[src/rtl/core/fdc_pkg.sv]
// ----------------------------------------------------------------------------
// fdc_pkg
// Shared constants, command/status types and the name checksum step for the
// FAT directory compactor.
// ----------------------------------------------------------------------------
package fdc_pkg;

    // Directory entry byte codes
    localparam logic [7:0] BYTE_END       = 8'h00;
    localparam logic [7:0] BYTE_DELETED   = 8'hE5;
    localparam logic [7:0] ATTR_LFN       = 8'h0F;
    localparam logic [7:0] SEQ_START_BIT  = 8'h40;
    localparam logic [7:0] SEQ_MASK       = 8'hBF;

    // Entry geometry
    localparam int ENTRY_BITS = 256;
    localparam int NAME_LEN   = 11;
    localparam int PSUM_BYTES = 6;    // name bytes summed in the accept cycle

    // Result status codes
    localparam logic [1:0] STATUS_KEPT     = 2'd0;
    localparam logic [1:0] STATUS_BAD_SEQ  = 2'd1;
    localparam logic [1:0] STATUS_OVERFLOW = 2'd2;

    // Controller to datapath commands
    typedef struct packed {
        logic       load;         // capture the input entry
        logic       drop_run;     // forget the buffered run
        logic       set_ended;    // halt the directory
        logic       set_in_run;   // a new run begins
        logic       store;        // append the entry to the run buffer
        logic       rd_first;     // read run entry 0
        logic       rd_next;      // read the following run entry
        logic       out_load;     // load the output register
        logic       out_from_run; // output data comes from the run buffer
        logic [1:0] out_status;
        logic       out_last;
    } t_dp_cmd;

    // Datapath to controller status
    typedef struct packed {
        logic ended;
        logic b0_end;
        logic b0_deleted;
        logic is_lfn;
        logic seq_start;
        logic in_run;
        logic chk_match;
        logic seq_ok;
        logic run_full;
        logic sum_match;
        logic rd_last;
        logic out_free;
    } t_dp_sts;

    // One step of the rotate-right-and-add name checksum
    function automatic logic [7:0] sum_step(input logic [7:0] s, input logic [7:0] b);
        return {s[0], s[7:1]} + b;
    endfunction

endpackage

[src/rtl/core/fdc_ctrl.sv]
// ----------------------------------------------------------------------------
// fdc_ctrl
// Sequencer: classifies each captured entry and steers run buffering and
// result output in the datapath.
// ----------------------------------------------------------------------------
module fdc_ctrl (
    input  logic             i_clk,
    input  logic             i_rst_n,
    input  logic             i_in_valid,
    output logic             o_in_ready,
    input  fdc_pkg::t_dp_sts i_sts,
    output fdc_pkg::t_dp_cmd o_cmd
);

    localparam logic [2:0] S_IDLE    = 3'd0;
    localparam logic [2:0] S_DECIDE  = 3'd1;
    localparam logic [2:0] S_EMIT    = 3'd2;
    localparam logic [2:0] S_SHORT   = 3'd3;
    localparam logic [2:0] S_ERR_SEQ = 3'd4;
    localparam logic [2:0] S_ERR_OVF = 3'd5;

    logic [2:0] r_state;
    logic [2:0] n_state;

    assign o_in_ready = (r_state == S_IDLE);

    // Next state and commands
    always_comb begin
        n_state = r_state;
        o_cmd   = '0;
        unique case (r_state)
            S_IDLE: begin
                if (i_in_valid) begin
                    o_cmd.load = 1'b1;
                    n_state    = S_DECIDE;
                end
            end
            S_DECIDE: begin
                n_state = S_IDLE;
                if (i_sts.ended || i_sts.b0_deleted) begin
                    n_state = S_IDLE;
                end else if (i_sts.b0_end) begin
                    o_cmd.drop_run  = 1'b1;
                    o_cmd.set_ended = 1'b1;
                end else if (i_sts.is_lfn) begin
                    if (i_sts.seq_start) begin
                        o_cmd.drop_run   = 1'b1;
                        o_cmd.set_in_run = 1'b1;
                        o_cmd.store      = 1'b1;
                    end else if (!i_sts.in_run || !i_sts.chk_match) begin
                        n_state = S_IDLE;
                    end else if (!i_sts.seq_ok) begin
                        o_cmd.drop_run  = 1'b1;
                        o_cmd.set_ended = 1'b1;
                        n_state         = S_ERR_SEQ;
                    end else if (i_sts.run_full) begin
                        o_cmd.drop_run = 1'b1;
                        n_state        = S_ERR_OVF;
                    end else begin
                        o_cmd.store = 1'b1;
                    end
                end else if (i_sts.in_run && i_sts.sum_match) begin
                    o_cmd.rd_first = 1'b1;
                    n_state        = S_EMIT;
                end else begin
                    n_state = S_SHORT;
                end
            end
            S_EMIT: begin
                // one buffered long-name entry per free output slot
                if (i_sts.out_free) begin
                    o_cmd.out_load     = 1'b1;
                    o_cmd.out_from_run = 1'b1;
                    o_cmd.out_status   = fdc_pkg::STATUS_KEPT;
                    if (i_sts.rd_last) begin
                        n_state = S_SHORT;
                    end else begin
                        o_cmd.rd_next = 1'b1;
                    end
                end
            end
            S_SHORT: begin
                if (i_sts.out_free) begin
                    o_cmd.out_load   = 1'b1;
                    o_cmd.out_status = fdc_pkg::STATUS_KEPT;
                    o_cmd.out_last   = 1'b1;
                    o_cmd.drop_run   = 1'b1;
                    n_state          = S_IDLE;
                end
            end
            S_ERR_SEQ: begin
                if (i_sts.out_free) begin
                    o_cmd.out_load   = 1'b1;
                    o_cmd.out_status = fdc_pkg::STATUS_BAD_SEQ;
                    o_cmd.out_last   = 1'b1;
                    n_state          = S_IDLE;
                end
            end
            S_ERR_OVF: begin
                if (i_sts.out_free) begin
                    o_cmd.out_load   = 1'b1;
                    o_cmd.out_status = fdc_pkg::STATUS_OVERFLOW;
                    o_cmd.out_last   = 1'b1;
                    n_state          = S_IDLE;
                end
            end
            default: begin
                n_state = S_IDLE;
            end
        endcase
    end

    // State register
    always_ff @(posedge i_clk) begin
        if (!i_rst_n) begin
            r_state <= S_IDLE;
        end else begin
            r_state <= n_state;
        end
    end

endmodule

[config.mk]
export PLATFORM = sky130hd
export DESIGN_NAME = fdc_ctrl
export DESIGN_NICKNAME = d
export VERILOG_FILES = /design/src/rtl/core/fdc_pkg.sv /design/src/rtl/core/fdc_ctrl.sv
export SDC_FILE = /design/constraint.sdc
export NUM_CORES = 1
export LEC_CHECK = 0
export BUFFER_PORTS_ARGS = -buffer_cell sky130_fd_sc_hd__clkbuf_2
export CORE_AREA = 4 4 41 43
export DETAILED_ROUTE_END_ITERATION = 6
export DIE_AREA = 0 0 45 47
export PLACE_DENSITY = 0.64
export RECOVER_POWER = 50
export SETUP_SLACK_MARGIN = 0.05
export SLEW_MARGIN = 0
export SYNTH_ARGS = -nofsm -noshare
export SYNTH_HDL_FRONTEND = slang
export SYNTH_SLANG_ARGS = --single-unit
[constraint.sdc]
create_clock -name i_clk -period 2.8 [get_ports i_clk]
set_input_delay 0.42 -clock i_clk [delete_from_list [all_inputs] [get_ports i_clk]]
set_output_delay 0.42 -clock i_clk [all_outputs]
set_load 0.02 [all_outputs]
# [After elaboration in Yosys (flattened, before gate mapping)]
# Index checks and enable logic that the tools add are counted.
[word_totals] reg_bits=3 inputBits=15 elab_cells=63
[classes] eq_ne=9 mux=45 n_reduce_logical=8
[op_table] operator="3-bit 2-to-1 mux" count=13
[op_table] operator="1-bit 2-to-1 mux" count=20
[op_table] operator="3-bit case mux with 4 select lines" count=1
[op_table] operator="5-bit 2-to-1 mux" count=2
[op_table] operator="4-bit 2-to-1 mux" count=2
[op_table] operator="2-bit case mux with 4 select lines" count=1
[op_table] operator="3-bit by 2-bit == test with 1-bit output (second input constant)" count=2
[op_table] operator="3-bit == test (second input constant)" count=2
[op_table] operator="2-bit 2-to-1 mux" count=3
[op_table] operator="2-bit inequality test (second input constant)" count=3
[op_table] operator="1-bit case mux with 2 select lines" count=2
[op_table] operator="4-bit AND reduction" count=1
[op_table] operator="3-bit by 1-bit == test with 1-bit output (second input constant)" count=1
[op_table] operator="3-bit zero test" count=1
[op_table] operator="1-bit case mux with 3 select lines" count=1
[op_table] operator="3-bit OR reduction" count=1
[op_table] operator="1-bit zero test" count=2
[op_table] operator="1-bit logical OR" count=2
[op_table] operator="2-bit by 1-bit inequality test with 1-bit output (second input constant)" count=1
[op_table] operator="1-bit logical AND" count=1

# [Depth between registers and ports, before layout]
# Gate-level depths: netlist of the first run.
[logic_depth] word_depth=8 mapped_depth=5

# [Worst setup path before layout of the first run]
# Ideal clock, no wire load.
[synth_timing] kind="in2out" from="in i_sts[9] (netlist bit)" to="out o_cmd[7] (netlist bit)" arrival_time_ps=1834 required_ps=2380 path_slack_ps=546 stages=3 path_cell_list="or4_1 buf_2 nor4b_1"
[synth_rtl] element="start: declaration" line_no="fdc_ctrl.sv:11" text="input fdc_pkg::t_dp_sts i_sts,"
[synth_rtl] element="end: declaration" line_no="fdc_ctrl.sv:12" text="output fdc_pkg::t_dp_cmd o_cmd"

==> Flow_metrics.wiki, run 1 <==
{| class="wikitable"
! Metric !! Value
|-
| Clock Tree Root || clkbuf_4
|-
| Final hold viol count || 0
|-
| Global route total overflow || 0
|-
| # resized after CTS || 0
|-
| Summed negative setup slack over all endpoints || 0 ns
|-
| Max-cap check violation count || 0
|-
| Synthesis Warnings || 0
|-
| Die outline height || 47 microns
|-
| Via total after detailed routing || 501
|-
| Number of flops mapped to enable cells by yosys || 0
|-
| Largest registers || r_state: 3 flops
|-
| Post-detailed-placement half-perimeter wirelength || 934.1 microns
|-
| Initial core utilization || 0.2721
|-
| I/O pin count || 28
|-
| Number of violations reported at the end of detailed-routing iteration 0 || 11
|-
| Synth-to-layout area growth || 44.88%
|-
| TritonCTS clock tree || built
|-
| Antenna Cells || 0
|-
| Instance count of the mapped netlist || 52
|-
| Gpl congestion || between 0.7 and 0.8
|-
| Floorplan core area || 0.001301 sq mm
|-
| Clock Latency Late Sink || 0.23 ns
|-
| Total wire length || 1.145 mm
|-
| Overall die area || around 0.0021 sq mm
|-
| Path category of the worst min-delay check || primary input to flip-flop
|-
| Maximum buffer depth of the clock tree || 2
|-
| Number of nets produced by synthesis || 67
|-
| Summed area of non-filler cells in the final layout || 513.0 sq um
|-
| Number of antenna violations at the first check in global routing || 0
|-
| Cell type with the largest total area after synthesis || dfxtp_1
|-
| Setup repair after global routing missed its margin || no
|-
| Setup clock skew after layout || 0.002501 ns
|-
| Library cells used by synthesis || 29
|-
| Yosys reg bits || 3
|-
| Final routed DRC violation total || 0
|-
| Type of the worst setup path || flip-flop to output pin
|-
| Mapped Area || ~350 sq um
|-
| Worst Tran Pin Value || roughly 0.4 ns
|-
| Fraction of the cycle the final worst path needs || 0.8649
|-
| Nets || 97
|-
| Top cells by count, synth || nor2_1, nand2_1, nor3_1
|-
| Timing-limited maximum frequency || 412.9 MHz
|-
| Horizontal die dimension || 45 microns
|-
| Detail-routed net length per standard cell || 11.93 microns
|-
| Drt pass-1 iters || 4
|-
| Placed inst area || approximately 500 sq um
|-
| Number of buffers inserted during clock tree synthesis || 3
|-
| Post-CTS Setup Inserts || 0
|-
| Outcome || finished, final reports clean
|-
| Worst-case vdd ir drop || 191.4 uV
|-
| Endpoint type of the worst setup path || output pin
|-
| Critical Path Start Type || flip-flop
|-
| Largest reg by FF count || r_state
|-
| Final max-slew violation count || 0
|-
| Number of global-route vias before repair || 425
|-
| P per Cell Area || 377.4 mW/mm^2
|-
| Sequential-to-total area share from yosys stat || 0.1696
|-
| Yosys top cell area share || 0.1696
|-
| Avg Vias per Cell || 5.219
|-
| Final total power || 0.1936 mW
|-
| Critical path peak fanout || 13
|-
| Count of endpoints failing setup in the final report || 0
|-
| Synth async-reset ratio || 0
|-
| Shortest period the worst path allows || 2.422 ns
|-
| GRT Total Usage || 0.1128
|-
| Antenna viol nets, final || 0
|-
| Top-count cell post-synth || nor2_1
|-
| Clock transition at the registers of the reported paths || 0.04 ns
|-
| Pleak || 0.2476 nW
|-
| Total number of placement rows || 13
|-
| Fraction of final layout cells with drive strength greater than 1 || 0.3086
|-
| Biggest area contributors in the synthesized netlist || dfxtp_1, nor2_1, nand2_1
|-
| Top flip-flop cell by instance count after synthesis || dfxtp_1
|-
| Avg Inst Size Synth || 6.809 sq um
|-
| Flip-flop count of the largest register, all copies and words added || 3
|-
| Crit path required time || 2.38 ns
|-
| Count of buffers inserted at the top-level ports || 27
|-
| Crit path arrival time || ~2.0 ns
|-
| Maximum number of pins on one net before global-route repair || 14
|-
| Global-route wire length before repair || about 1.7 mm
|-
| Cts hold-fix bufs || 0
|-
| Number of H-tree levels || 1
|-
| Total number of clock tree sinks || 3
|-
| Worst slew margin relative to its limit || 0.7318
|}
==> stage by stage <==
step             util  instances  hold slack, ns  setup WS [ns]
2_1_floorplan       -         52          0.5378         0.5464
3_3_place_gp   0.3837         92          0.6067         0.6852
3_5_place_dp   0.3837         92          0.6319         0.6212
4_1_cts        0.4038         96          0.4401         0.3720
5_1_grt        0.3942         96          0.4521         0.2348
6_report       0.3942         96          0.4479         0.3782
==> cells in the final DEF, fill, tap and decap left out, drive strengths merged <==
cell type and n:
a21oi 2, dfxtp 3, mux2i 1, nor2 7, o21bai 1, o41ai 1
o211ai 1, nor2b 2, and2 1, o21ai 2, nand2b 2, o21a 1
nor4b 1, nand4b 2, or4 1, nand3 1, nor3 4, a31oi 1
or2b 1, clkbuf 31, nand2 6, nor4 2, a21boi 2, o211a 1
a21o 1, and3 2, a211oi 1
==> per-layer routing <==
metal,vias to the layer above,GRT usage,share of wire
li1,254,-,-
met1,235,0.1425,0.44
met2,12,0.1751,0.52
met3,0,0.02299,0.045
met4,0,0.07018,0
met5,-,0,0
==> where the power goes <==
group,switching (mW),internal (mW),total (mW)
clock,0.0223,0.0534,0.0758
combinational,0.0347,0.0261,0.0608
sequential,0.0106,0.0465,0.0570
==> layout make-up <==
cell class                      instances  area, sq um
Clock buffer                            4        26.28
Tap cell                               15        18.77
Timing Repair Buffer                   27        128.9
Sequential cell                         3        60.06
Multi-Input combinational cell         47        279.0
Fill cell                             146        788.3
==> logic make-up after synthesis <==
kind of cell    count (synthesis)  share of synthesized area
simple gates                   32                     0.5018
buf+inv                         2                    0.02471
mux                             1                    0.02827
compound gates                 14                     0.2757
flops                           3                     0.1696
==> worst paths after layout <==
| check | startpoint | to | slack [ns] | cells past startpoint |
|---|---|---|---|---|
| max | r_state[0]$_SDFFE_PN0P_ | o_cmd[6] | 0.38 | 5 |
| min | i_rst_n | r_state[2]$_SDFFE_PN0P_ | 0.45 | 2 |
| max reg2reg | r_state[0]$_SDFFE_PN0P_ | r_state[2]$_SDFFE_PN0P_ | 1.07 | 4 |
| min reg2reg | r_state[0]$_SDFFE_PN0P_ | r_state[0]$_SDFFE_PN0P_ | 0.64 | 2 |
==> worst max-delay path, stage by stage, from the launching register on <==
cell and delay (ns):
dfxtp_1 0.55, nand2b_1 0.12, or4_1 0.52, nor3_1 0.23
and3_1 0.19, clkbuf_2 0.16
No activity file was read; power rests on OpenSTA's default activity.
==> run 2, diff against run 1 <==
--- a/config.mk
+++ b/config.mk
@@ -5,11 +5,12 @@
 export SDC_FILE = /design/constraint.sdc
 export NUM_CORES = 1
 export LEC_CHECK = 0
+export ABC_AREA = 1
 export BUFFER_PORTS_ARGS = -buffer_cell sky130_fd_sc_hd__clkbuf_2
 export CORE_AREA = 4 4 41 43
 export DETAILED_ROUTE_END_ITERATION = 6
 export DIE_AREA = 0 0 45 47
-export PLACE_DENSITY = 0.64
+export PLACE_DENSITY = 0.68
 export RECOVER_POWER = 50
 export SETUP_SLACK_MARGIN = 0.05
 export SLEW_MARGIN = 0
==> Flow_metrics.wiki, run 2 <==
{| class="wikitable"
! Metric !! Value
|-
| Count of endpoints failing setup in the final report || 0 (unchanged)
|-
| Count of non-filler cells in the finished layout || 124 (+29%)
|-
| Crit path arrival time || 1.37 ns (-0.63 ns)
|-
| CP Cell Sequence || inv_1 > nand2_2 > nor2_4 > nand2_2 > a21oi_1 > clkbuf_2
|-
| Worst-case vdd ir drop || 137.1 uV (-28%)
|-
| Crit-path max cell delay || 0.34 ns (-0.21 ns)
|-
| Clock Tree Root || clkbuf_4
|-
| Global-route wire length before repair || 1.731 mm (unchanged)
|-
| Synth async-reset ratio || 0 (unchanged)
|-
| GRT Total Usage || 0.1090 (-0.003771)
|-
| Total number of clock tree sinks || 3 (unchanged)
|-
| Total wire length || 1.171 mm (+2.3%)
|-
| Post-detailed-placement half-perimeter wirelength || 949.8 microns (+1.7%)
|-
| Path category of the worst min-delay check || primary input to flip-flop
|-
| Endpoint type of the worst setup path || output pin
|-
| Worst slew margin relative to its limit || 0.8255 (+0.09370)
|-
| Setup clock skew after layout || 0.001920 ns (-0.0005801 ns)
|-
| Worst Tran Pin Value || 0.2614 ns (-0.1404 ns)
|-
| Worst Reg-to-Reg Cells || 8 (+4)
|-
| Fraction of the cycle the final worst path needs || 0.6378 (-0.2271)
|-
| Worst path slowest cell || dfxtp_1
|-
| Outcome || finished, final reports clean
|-
| Mapped Area || 402.9 sq um (+14%)
|-
| Post-place setup slack || 1.133 ns (+0.5120 ns)
|-
| Yosys reg bits || 3 (unchanged)
|-
| Top flip-flop cell by instance count after synthesis || dfxtp_1
|-
| Largest reg by FF count || r_state
|-
| Floorplan core area || 0.001301 sq mm (unchanged)
|-
| Gpl congestion || 0.7628 (+0.39%)
|-
| Number of buffers inserted during clock tree synthesis || 3 (unchanged)
|-
| Top cells by count, synth || nand2_1, nor2_1, inv_1
|-
| I/O pin count || 28 (unchanged)
|-
| Biggest area contributors in the synthesized netlist || nand2_1, dfxtp_1, nor2_1
|-
| Shortest period the worst path allows || 1.786 ns (-0.6359 ns)
|-
| Synth-to-layout area growth || 41.93%
|-
| TritonCTS clock tree || built
|-
| Nets || 125 (+29%)
|-
| Maximum number of pins on one net before global-route repair || 9 (-5)
|-
| Flip-flop count of the largest register, all copies and words added || 3 (unchanged)
|-
| Avg Inst Size Synth || 5.165 sq um (-24%)
|-
| Final routed DRC violation total || 0 (unchanged)
|-
| Number of antenna violations at the first check in global routing || 0 (unchanged)
|-
| Number of H-tree levels || 1 (unchanged)
|-
| Setup repair after global routing missed its margin || no
|-
| Sequential-to-total area share from yosys stat || 0.1491 (-0.02054)
|-
| Total number of placement rows || 13 (unchanged)
|-
| Antenna Cells || 0 (unchanged)
|-
| Fill cell total of the finished layout || 160 (+9.6%)
|-
| Pleak || 0.3140 nW (+27%)
|-
| Most Frequent Cell on Critical Path || nand2_2
|-
| Yosys top cell area share || 0.2050 (+0.03536)
|-
| Hold Slack || 0.4320 ns (-0.01590 ns)
|-
| Clock Latency Late Sink || 0.23 ns (about the same)
|-
| Critical path peak fanout || 5 (-8)
|-
| Library cells used by synthesis || 18 (-38%)
|-
| Summed negative setup slack over all endpoints || 0 ns (unchanged)
|-
| Top-count cell post-synth || nand2_1
|-
| Synthesis Warnings || 0 (unchanged)
|-
| P per Cell Area || 426.8 mW/mm^2 (+13%)
|-
| Critical Path Start Type || flip-flop
|-
| Final max-slew violation count || 0 (unchanged)
|-
| Placed cell count || 120 (+30%)
|-
| Maximum buffer depth of the clock tree || 2 (unchanged)
|-
| Worst setup margin || 1.014 ns (+0.6359 ns)
|-
| Horizontal die dimension || 45 microns (unchanged)
|-
| Overall die area || 0.002115 sq mm (unchanged)
|-
| Number of violations reported at the end of detailed-routing iteration 0 || 15 (+4)
|-
| Antenna viol nets, final || 0 (unchanged)
|-
| Initial core utilization || 0.3096 (+0.03750)
|-
| Global route total overflow || 0 (unchanged)
|-
| Clock transition at the registers of the reported paths || 0.04 ns (about the same)
|-
| Avg Vias per Cell || 4.677 (-10%)
|-
| Type of the worst setup path || flip-flop to output pin
|-
| Hold path depth || 3 (+1)
|-
| Number of flops mapped to enable cells by yosys || 0 (unchanged)
|-
| Detail-routed net length per standard cell || 9.444 microns (-21%)
|-
| # resized after CTS || 0 (unchanged)
|-
| Cell type with the largest total area after synthesis || nand2_1
|-
| Max-cap check violation count || 0 (unchanged)
|-
| Final hold viol count || 0 (unchanged)
|-
| Instance count of the mapped netlist || 78 (+50%)
|-
| Top library cells by usage in the layout, fill and taps aside || nand2_1, clkbuf_2, nor2_1
|-
| Post-CTS Setup Inserts || 0 (unchanged)
|-
| Largest registers || r_state: 3 flops
|-
| Via total after detailed routing || 580 (+16%)
|-
| Drt pass-1 iters || 4 (unchanged)
|-
| Number of nets produced by synthesis || 93 (+39%)
|-
| Crit path required time || 2.38 ns (about the same)
|-
| Count of buffers inserted at the top-level ports || 27 (unchanged)
|-
| Die outline height || 47 microns (unchanged)
|-
| Cts hold-fix bufs || 0 (unchanged)
|-
| Timing-limited maximum frequency || 560.0 MHz (+36%)
|-
| Number of global-route vias before repair || 482 (+13%)
|-
| Fraction of final layout cells with drive strength greater than 1 || 0.3028 (-0.005890)
|}
## run 2: cell types whose count changed after synthesis, moves of 2 or more
cell | before | now
nand2_1 | 6 | 22
inv_1 | 0 | 10
nor2_1 | 7 | 15
inv_2 | 0 | 4
nand3_1 | 1 | 5
nand2_2 | 0 | 3
a21boi_0 | 2 | 0
and3_1 | 2 | 0
nand2b_1 | 2 | 0
nand4b_1 | 2 | 0
nor2b_1 | 2 | 0
## run 2: layout make-up
type | instances | area (sq um) | share of cell area
sequential | 3 | 60.06 | 0.1050
tap | 15 | 18.77 | 0.03282
multi-input combinational | 61 | 285.3 | 0.4989
inverter | 14 | 52.55 | 0.09190
timing repair buffer | 27 | 128.9 | 0.2254
clock buffer | 4 | 26.28 | 0.04595
## run 2: logic make-up after synthesis
| family | after synthesis | share of synthesized area |
|---|---|---|
| buffers and inverters | 14 | 0.1304 |
| AOI/OAI and AO/OA | 9 | 0.1429 |
| DFF | 3 | 0.1491 |
| and+or+nand+nor | 52 | 0.5776 |
## run 2: worst paths after layout
check / from / to / slack [ns]
max: r_state[1]$_SDFFE_PN0P_ / o_cmd[7] / 1.01
min: i_rst_n / r_state[2]$_SDFFE_PN0P_ / 0.43
max reg2reg: r_state[1]$_SDFFE_PN0P_ / r_state[1]$_SDFFE_PN0P_ / 1.51
min reg2reg: r_state[0]$_SDFFE_PN0P_ / r_state[0]$_SDFFE_PN0P_ / 0.57
## run 2: critical path: cells and delay by family, from the launching register on
family,cells,cell delay [ns]
buffers and inverters,2,0.34
DFF,1,0.34
and+or+nand+nor,3,0.33
AOI/OAI and AO/OA,1,0.12
## run 2: per-stage QoR
stage | power, mW | util | instance area, sq um
2_1_floorplan | 0.1385 | - | 402.9
3_3_place_gp | 0.1743 | 0.4279 | 556.8
3_5_place_dp | 0.1750 | 0.4279 | 556.8
4_1_cts | 0.2523 | 0.4481 | 583.1
5_1_grt | 0.2627 | 0.4394 | 571.8
6_report | 0.2440 | 0.4394 | 571.8
## run 2: routing by layer
layer	wire length, microns	share of wire	track usage	vias to the layer above
li1	-	-	-	310
met1	475	0.41	0.1136	243
met2	593	0.51	0.2090	27
met3	102	0.087	0.007663	0
met4	0	0	0.07018	0
met5	0	0	0	-
## run 2: power breakdown
part / switching [mW] / total [mW] / internal (mW)
clock network: 0.0212 / 0.0746 / 0.0533
logic: 0.0732 / 0.110 / 0.0369
registers: 0.0105 / 0.0594 / 0.0489
==> run 3, diff against run 2 <==
==> constraint.sdc (replaced) <==
create_clock -name i_clk -period 1.7 [get_ports i_clk]
set_input_delay 0.255 -clock i_clk [delete_from_list [all_inputs] [get_ports i_clk]]
set_output_delay 0.255 -clock i_clk [all_outputs]
set_load 0.02 [all_outputs]
==> Flow_metrics.wiki, run 3 (synthesized netlist as in run 2, its figures left out) <==
{| class="wikitable"
! Metric !! Value
|-
| Clock Tree Root || clkbuf_4
|-
| Summed negative setup slack over all endpoints || 0 ns (unchanged)
|-
| Antenna viol nets, final || 0 (unchanged)
|-
| Final total power || 0.4177 mW (+71%)
|-
| Summed area of non-filler cells in the final layout || 589.3 sq um (+3.1%)
|-
| Antenna Cells || 0 (unchanged)
|-
| Global route total overflow || 0 (unchanged)
|-
| Maximum buffer depth of the clock tree || 2 (unchanged)
|-
| GRT Total Usage || 0.1121 (+0.003071)
|-
| Pleak || 0.3246 nW (+3.4%)
|-
| Count of non-filler cells in the finished layout || 126 (+1.6%)
|-
| Met1 usage in global routing || 0.1202 (+0.006545)
|-
| Worst Tran Pin Value || 0.2489 ns (-0.01254 ns)
|-
| Number of global-route vias before repair || 511 (+6.0%)
|-
| Floorplan core area || 0.001301 sq mm (unchanged)
|-
| Number of antenna violations at the first check in global routing || 0 (unchanged)
|-
| Worst setup path startpoint || r_state[2]$_SDFFE_PN0P_
|-
| Synth-to-layout area growth || 46.27%
|-
| Number of H-tree levels || 1 (unchanged)
|-
| Maximum number of pins on one net before global-route repair || 9 (unchanged)
|-
| Horizontal die dimension || 45 microns (unchanged)
|-
| Avg Vias per Cell || 4.603 (-1.6%)
|-
| Total number of placement rows || 13 (unchanged)
|-
| TritonCTS clock tree || built
|-
| Endpoint type of the worst setup path || output pin
|-
| Critical path peak fanout || 5 (unchanged)
|-
| Worst r2r src || r_state[2]$_SDFFE_PN0P_
|-
| Path category of the worst min-delay check || primary input to flip-flop
|-
| Met3 track demand over resource in global routing || 0 (-0.007663)
|-
| Number of buffers inserted during clock tree synthesis || 3 (unchanged)
|-
| Flip-flop count of the largest register, all copies and words added || 3 (unchanged)
|-
| Final routed DRC violation total || 0 (unchanged)
|-
| Hold path depth || 3 (unchanged)
|-
| Placed cell count || 120 (unchanged)
|-
| Clock Latency Late Sink || 0.24 ns (about the same)
|-
| Hold wc startpoint || i_rst_n
|-
| Via total after detailed routing || 580 (unchanged)
|-
| Largest registers || r_state: 3 flops
|-
| Clock transition at the registers of the reported paths || 0.04 ns (about the same)
|-
| Fraction of final layout cells with drive strength greater than 1 || 0.3423 (+0.03959)
|-
| Most frequent standard cell in the layout excluding fill and tap cells || nand2_1
|-
| Setup repair after global routing missed its margin || no
|-
| Detail-routed net length per standard cell || 9.294 microns (-1.6%)
|-
| Core occupancy in the finished layout || 0.4529 (+0.01346)
|-
| Total wire length || 1.171 mm (unchanged)
|-
| Shortest period the worst path allows || 1.582 ns
|-
| Largest reg by FF count || r_state
|-
| Timing-limited maximum frequency || 632.1 MHz
|-
| Final max-slew violation count || 0 (unchanged)
|-
| Die outline height || 47 microns (unchanged)
|-
| Final hold viol count || 0 (unchanged)
|-
| Placed inst area || 556.8 sq um (unchanged)
|-
| Worst-case vdd ir drop || 229.2 uV (+67%)
|-
| I/O pin count || 28 (unchanged)
|-
| Overall die area || 0.002115 sq mm (unchanged)
|-
| Gpl congestion || 0.7601 (-0.35%)
|-
| Setup clock skew after layout || 0.003861 ns (+0.001941 ns)
|-
| Outcome || finished, final reports clean
|-
| Count of endpoints failing setup in the final report || 0 (unchanged)
|-
| Critical Path Start Type || flip-flop
|-
| Initial core utilization || 0.3096 (unchanged)
|-
| P per Cell Area || 708.8 mW/mm^2 (+66%)
|-
| Count of buffers inserted at the top-level ports || 27 (unchanged)
|-
| Drt pass-1 iters || 4 (unchanged)
|-
| Nets || 127 (+1.6%)
|-
| Fill cell total of the finished layout || 157 (-1.9%)
|-
| Most congested layer reported by global routing || met2
|-
| Crit path required time || 1.44 ns (-0.94 ns)
|-
| Number of violations reported at the end of detailed-routing iteration 0 || 15 (unchanged)
|-
| Worst Reg-to-Reg Cells || 8 (unchanged)
|-
| Total number of clock tree sinks || 3 (unchanged)
|-
| Crit path arrival time || 1.33 ns (-0.04 ns)
|-
| Fraction of the cycle the final worst path needs || 0.9306
|-
| Global-route wire length before repair || 1.814 mm (+4.8%)
|-
| Type of the worst setup path || flip-flop to output pin
|-
| Worst slew margin relative to its limit || 0.8325 (+0.007071)
|-
| GR met2 Demand/Resource || 0.2175 (+0.008475)
|-
| Post-detailed-placement half-perimeter wirelength || 973.4 microns (+2.5%)
|-
| Max-cap check violation count || 0 (unchanged)
|-
| Top library cells by usage in the layout, fill and taps aside || nand2_1, clkbuf_2, nor2_1
|}
run 3: path summary, 6_finish.rpt:
kind,to,slack (ns)
setup / recovery,o_cmd[1],0.12
hold / removal,r_state[0]$_SDFFE_PN0P_,0.25
setup reg to reg,r_state[1]$_SDFFE_PN0P_,0.45
hold reg to reg,r_state[0]$_SDFFE_PN0P_,0.52
run 3: repair_timing:
action,CTS,global route
buffers inserted,0,2
resized for setup,0,3
hold buffers,0,0
setup endpoints to repair,0,5
run 3: routing by layer:
metal  vias to the layer above  share of wire
li1                        312              -
met3                         2          0.071
met4                         0          0.012
met1                       243           0.41
met5                         -              0
met2                        23           0.50
run 3: layout make-up:
type,instances,area (sq um),share of cell area
inverter,14,52.55,0.08917
tap,15,18.77,0.03185
sequential,3,62.56,0.1062
multi-input combinational,61,285.3,0.4841
clock buffer,4,26.28,0.04459
timing repair buffer,29,143.9,0.2442
run 3: critical path: stages (launching register included):
cell and delay, ns:
dfxtp_1 0.41, inv_2 0.09, buf_4 0.13, nor4_1 0.24, clkbuf_2 0.22
run 3: per-stage QoR:
| stage | setup WS (ns) | hold WS [ns] |
|---|---|---|
| 6_report | 0.1179 | 0.2523 |
| 5_1_grt | 0.05495 | 0.2723 |
| 4_1_cts | 0.1024 | 0.2538 |
| 3_5_place_dp | 0.3557 | 0.5017 |
| 3_3_place_gp | 0.3528 | 0.5011 |
| 2_1_floorplan | 0.3033 | 0.3865 |
run 3: power by group:
group / switching, mW / total (mW) / internal (mW) / leakage, nW
Clock: 0.0386 / 0.127 / 0.0881 / 0.0150
Combinational: 0.123 / 0.193 / 0.0692 / 0.284
Sequential: 0.0167 / 0.0986 / 0.0819 / 0.0254
Total: 0.179 / 0.418 / 0.239 / 0.325
